--- src/sv/ptf_pkg.sv ---
package ptf_pkg;

	typedef enum logic [2:0] {
		MODE_I8   = 3'd0,
		MODE_I16  = 3'd1,
		MODE_I24  = 3'd2,
		MODE_I32  = 3'd3,
		MODE_PASS = 3'd4
	} mode_t;

	localparam logic [2:0] MODE_RESET = 3'd1;

	// leading one position of a 32-bit magnitude, priority search
	function automatic logic [4:0] msb_pos(input logic [31:0] v);
		logic [4:0] p;
		p = 5'd0;
		for (int i = 0; i < 32; i++) begin
			if (v[i]) p = 5'(i);
		end
		return p;
	endfunction

endpackage

--- src/sv/pcm_to_float_converter_top.sv ---
// channel | valid    | stall     | payload
// in      | in_valid | in_stall  | raw_sample, last_in
// out     | out_valid| out_stall | float_bits, last_out
// cfg     | cfg_we   | -         | cfg_data (sample_mode)
// one item per cycle while the output is not stalled, four register stages,
// stage 1 sign/magnitude, stage 2 leading one, stage 3 shift and round,
// stage 4 pack; the whole pipeline advances when the output is free or empty
// reset sets sample_mode to int16 and clears all valid bits
module pcm_to_float_converter_top
	import ptf_pkg::*;
(
	input  logic        clk,
	input  logic        arst_n,
	input  logic        cfg_we,
	input  logic [2:0]  cfg_data,
	input  logic        in_valid,
	output logic        in_stall,
	input  logic [31:0] raw_sample,
	input  logic        last_in,
	output logic        out_valid,
	input  logic        out_stall,
	output logic [31:0] float_bits,
	output logic        last_out
);

	logic [2:0] mode_q;
	logic       adv;
	logic       v_s1, v_s2, v_s3, v_s4;

	// stage payloads
	logic        zero_s1, neg_s1, pass_s1, last_s1;
	logic [31:0] mag_s1, raw_s1;
	logic [4:0]  scale_s1;
	logic        zero_s2, neg_s2, pass_s2, last_s2;
	logic [31:0] mag_s2, raw_s2;
	logic [4:0]  scale_s2, msb_s2;
	logic        zero_s3, neg_s3, pass_s3, last_s3;
	logic [31:0] raw_s3;
	logic [24:0] mant_s3;
	logic [7:0]  exp_s3;

	assign adv      = !out_valid || !out_stall;
	assign in_stall = !adv;

	// configuration register
	always_ff @(posedge clk or negedge arst_n) begin
		if (!arst_n) mode_q <= MODE_RESET;
		else if (cfg_we) mode_q <= cfg_data;
	end

	// valid bits
	always_ff @(posedge clk or negedge arst_n) begin
		if (!arst_n) begin
			v_s1 <= 1'b0; v_s2 <= 1'b0; v_s3 <= 1'b0; v_s4 <= 1'b0;
		end else if (adv) begin
			v_s1 <= in_valid; v_s2 <= v_s1; v_s3 <= v_s2; v_s4 <= v_s3;
		end
	end
	assign out_valid = v_s4;

	// stage 1: mask, sign and magnitude
	logic [31:0] val_c;
	logic        neg_c, bad_c;
	logic [4:0]  scale_c;
	always_comb begin
		val_c = 32'd0; neg_c = 1'b0; scale_c = 5'd0; bad_c = 1'b0;
		case (mode_q)
			MODE_I8:  begin val_c = {{24{raw_sample[7]}},  raw_sample[7:0]};  scale_c = 5'd7;  end
			MODE_I16: begin val_c = {{16{raw_sample[15]}}, raw_sample[15:0]}; scale_c = 5'd15; end
			MODE_I24: begin val_c = {{8{raw_sample[23]}},  raw_sample[23:0]}; scale_c = 5'd23; end
			MODE_I32: begin val_c = raw_sample; scale_c = 5'd31; end
			MODE_PASS: ;
			default: bad_c = 1'b1;
		endcase
		neg_c = val_c[31];
	end

	always_ff @(posedge clk) begin
		if (adv) begin
			zero_s1  <= (val_c == 32'd0) || bad_c;
			neg_s1   <= neg_c;
			mag_s1   <= neg_c ? (~val_c + 32'd1) : val_c;
			scale_s1 <= scale_c;
			pass_s1  <= (mode_q == MODE_PASS);
			raw_s1   <= raw_sample;
			last_s1  <= last_in;
		end
	end

	// stage 2: leading one search
	always_ff @(posedge clk) begin
		if (adv) begin
			zero_s2 <= zero_s1; neg_s2 <= neg_s1; mag_s2 <= mag_s1;
			scale_s2 <= scale_s1; pass_s2 <= pass_s1; raw_s2 <= raw_s1;
			last_s2 <= last_s1; msb_s2 <= msb_pos(mag_s1);
		end
	end

	// stage 3: normalise and round to nearest even
	logic [31:0] norm_c;
	logic [24:0] mant_c;
	logic        rnd_c;
	always_comb begin
		norm_c = mag_s2 << (5'd31 - msb_s2);
		rnd_c  = norm_c[7] && (norm_c[8] || (norm_c[6:0] != 7'd0));
		mant_c = {1'b0, norm_c[31:8]} + {24'd0, rnd_c};
	end

	always_ff @(posedge clk) begin
		if (adv) begin
			zero_s3 <= zero_s2; neg_s3 <= neg_s2; pass_s3 <= pass_s2;
			raw_s3 <= raw_s2; last_s3 <= last_s2; mant_s3 <= mant_c;
			exp_s3 <= 8'd127 + {3'd0, msb_s2} - {3'd0, scale_s2};
		end
	end

	// stage 4: pack the result word
	always_ff @(posedge clk) begin
		if (adv) begin
			last_out <= last_s3;
			if (pass_s3) float_bits <= raw_s3;
			else if (zero_s3) float_bits <= 32'd0;
			else if (mant_s3[24]) float_bits <= {neg_s3, exp_s3 + 8'd1, 23'd0};
			else float_bits <= {neg_s3, exp_s3, mant_s3[22:0]};
		end
	end

endmodule

--- config.mk ---
export PLATFORM = sky130hd
export DESIGN_NAME = pcm_to_float_converter_top
export DESIGN_NICKNAME = d
export VERILOG_FILES = /design/src/sv/ptf_pkg.sv /design/src/sv/pcm_to_float_converter_top.sv
export SDC_FILE = /design/constraint.sdc
export NUM_CORES = 1
export LEC_CHECK = 0
export ABC_AREA = 0
export BUFFER_PORTS_ARGS = -buffer_cell sky130_fd_sc_hd__clkbuf_2
export CORE_MARGIN = 2
export CORE_UTILIZATION = 61
export CTS_CLUSTER_DIAMETER = 40
export CTS_CLUSTER_SIZE = 30
export DETAILED_ROUTE_END_ITERATION = 8
export GPL_TIMING_DRIVEN = 0
export HOLD_SLACK_MARGIN = 0.12
export PLACE_DENSITY = 0.83
export SLEW_MARGIN = 20
export SYNTH_ARGS = -nofsm -noshare
export SYNTH_HDL_FRONTEND = slang
export SYNTH_SLANG_ARGS = --single-unit
--- constraint.sdc ---
create_clock -name clk -period 9.3 [get_ports clk]
set_input_delay 1.395 -clock clk [delete_from_list [all_inputs] [get_ports clk]]
set_output_delay 1.395 -clock clk [all_outputs]
set_load 0.01 [all_outputs]
==> summary.txt <==
Worst setup path
  – CP max stage delay: 0.69 ns
  – Top delay family on crit path: simple AND/OR/NAND/NOR gates
  – CP endpoint kind: flip-flop
  – Req. time, crit path: 9.61 ns
  – Worst Path Buf+Inv: 3
  – CP Data Arrival Time: 4.26 ns
  – CP dominant cell by count: clkbuf_1
  – Startpoint class of the critical path: flip-flop
  – Slowest cell on the critical path: nor4b_1
  – Critical path fanouts, max: 10
  – CP Cell Sequence: clkbuf_1 -> inv_1 -> clkbuf_1 -> nand2_1 -> ha_1 -> o211ai_1 -> o21bai_1 -> nor4b_1 -> nand3_1 -> o31ai_1 -> xor2_1 -> nor2_1
  – Critical path class: reg2reg

Synth
  – Synth top area share: 60.7%
  – Async SR Flop Fraction: 2.75%
  – Synth cell types: 76
  – Ranking of synthesized cells by area: edfxtp_1 61%, mux4_1 4.5%, mux4_2 2.4%
  – Synth area leader: edfxtp_1
  – Cell with the most instances after synthesis: edfxtp_1
  – Synth Net Count: 924
  – Warnings, synthesis: 0
  – Synth Instances: 874
  – Synthesized area: ~12,000 um2
  – Main synth FF type: edfxtp_1
  – Post-synth EDFFs: approximately 250
  – #FFs+latches synth: roughly 260
  – Syn Area/Cell: 14.0 um2
  – Seq/Total Area, Yosys: 62.2%
  – Commonest cells post-synth: 248 x edfxtp_1, 67 x nand2_1, 65 x nor2_1, 44 x o21ai_0, 41 x a21oi_1

Routing
  – Vias: 7,909
  – Drt wl/cell: 20.7 um
  – DRC: 0
  – Drt first pass iters: 5
  – Vias/cell: 6.23
  – Post-DRT Antenna Nets: 0
  – Starting DRT DRC Count: roughly 800
  – Routed Wire Length: 26.2 mm

Timing
  – Final worst setup slack: 5.34 ns
  – Final Hold Viols: 0
  – RSZ-0062 raised after global routing: false
  – Slew HR: 26.2%
  – Worst Tran Pin Value: around 1.1 ns
  – Min Tclk post-route: 3.96 ns
  – Max Slew Vio Count: 0
  – Final Skew: 0.0146 ns
  – Fmax: 253 MHz
  – Final period util: 42.6%
  – Setup violators final: 0

Power
  – Leak: 5.34 nW
  – Power per cell area: around 340 nW/um2
  – Peak VDD IR: 0.208 mV

Min path
  – HP Class: reg2reg

Die
  – Initial Util: 62.6%
  – I/O Pins: 76
  – Rows: 51
  – Die width: between 100 and 150 um
  – Core ar.: 19,600 um2
  – Die Y-Extent: ~150 um
  – Full die area: around 21,000 um2

Outcome
  – Outcome: completed

Final layout
  – Antenna Cells: 0
  – Filler instances: 1,287
  – Layout area overhead: 14.3%
  – NumNets Final: 1,034
  – Fin cells: 1,270
  – Share of cells above drive strength 1: about a fifth

GRT
  – Number of global-route vias before repair: roughly 7,500
  – Antenna violations before repair: 0
  – Largest net degree at the start of global routing: 64
  – Gr usage total: 24.9%
  – Grt ovf: 0
  – First-pass GRT wire length: 41.4 mm

Clock tree
  – Clock Path Buffers: 3
  – Post-CTS setup buffers: 0
  – H-tree depth: 1
  – Root Driver: clkbuf_16
  – Hold buffers post-CTS: 0
  – CTS buffer count: 28
  – Post-cts sizing count: 0
  – CTS Sinks: 255
  – Worst-Skew Late Latency: 0.56 ns
  – CTS tree: yes
  – Clock-pin transition on the worst setup and hold timing paths: 0.07 ns

Placement
  – Dpl hpwl: 18.9 mm
  – Final Wtd Congestion: around 0.92
  – # port buffers: 75
  – Pre-CTS setup slack: between 4 and 5 ns
  – Placed cells: roughly 1,200

Flow run
  – Max cap viols: 0
## sequential cells by signal, summed over array words and instances (netlist names), 5 cells and up
signal and count:
raw_s3 32, exp_s3 8, mant_s3 24, mag_s2 32, mag_s1 32, float_bits 32, raw_s2 32, raw_s1 32
msb_s2 5
## stage by stage
stage               util [%]  TNS, ns  instance area, um2  power (W)  hold WS, ns
floorplan                  -        0               12300    0.00322        0.400
global placement        66.2    -5.18               13000    0.00367        0.401
detailed placement      66.8        0               13100    0.00366        0.405
CTS                     71.6        0               14000    0.00474        0.417
global route            71.6        0               14000    0.00497        0.419
finish                  71.6        0               14000    0.00473        0.418
## per-layer routing
layer | vias to the layer above | GRT usage (%) | part of all wire, %
li1 | 3662 | - | -
met1 | 3845 | 34.2 | 41
met2 | 343 | 41.4 | 49
met3 | 59 | 4.01 | 7.3
met4 | 0 | 7.65 | 2.8
met5 | - | 0 | 0
## worst register-to-register path, cell delays in order (launching register included)
cell	delay (ns)
dfrtp_1	0.34
clkbuf_1	0.38
inv_1	0.16
clkbuf_1	0.37
nand2_1	0.25
ha_1	0.30
o211ai_1	0.16
o21bai_1	0.24
nor4b_1	0.69
nand3_1	0.29
o31ai_1	0.30
xor2_1	0.18
nor2_1	0.06
## placed cells by master, fill, tap and decap left out, types with 7 or more instances in the layout
cell / count
edfxtp_1: 248
nand3_1: 19
o21ai_0: 44
inv_1: 24
nor2_1: 65
mux4_2: 13
clkbuf_8: 7
mux2i_1: 20
mux2_2: 20
a22o_1: 33
nor4_1: 10
mux4_1: 21
nor3_1: 25
nand2_1: 66
clkbuf_16: 28
a21o_1: 10
ha_1: 8
clkbuf_2: 75
xor2_1: 22
clkbuf_1: 23
a21oi_1: 41
xnor2_1: 18
## power breakdown
group	internal, W	switching, W	total, W
Sequential	0.00182	0.000220	0.00204
Clock	0.000581	0.000487	0.00107
Combinational	0.000722	0.000906	0.00163
## final timing paths
check / from / depth (start not counted) / endpoint / slack [ns]
hold reg to reg: raw_s2[14] / 0 / raw_s3[14] / 0.42
setup reg to reg: mode_q[2] / 12 / mag_s1[30] / 5.34
max in group asynchronous: arst_n / 1 / mode_q[0] / 8.39
min in group asynchronous: arst_n / 1 / v_s2 / 0.67
setup / recovery: mode_q[2] / 12 / mag_s1[30] / 5.34
hold / removal: raw_s2[14] / 0 / raw_s3[14] / 0.42
## area by class of cell
class / instances / area, um2 / share of cell area [%]
clock buffer: 29 / 704 / 5.02
clock inverter: 22 / 230 / 1.64
sequential: 255 / 7620 / 54.4
buffer: 41 / 274 / 1.95
multi-input combinational: 554 / 4280 / 30.6
inverter: 24 / 90.1 / 0.643
tap: 265 / 332 / 2.36
timing repair buffer: 80 / 483 / 3.44
## kinds of logic after synthesis
logic type / count (synthesis) / share of synthesized area (%)
buf+inv: 65 / 2.97
compound gates: 191 / 10.8
fa+ha+maj: 9 / 0.979
mux: 75 / 10.6
flops: 255 / 62.2
simple gates: 239 / 9.69
xor+xnor: 40 / 2.86
(Power assumes the default switching activity.)
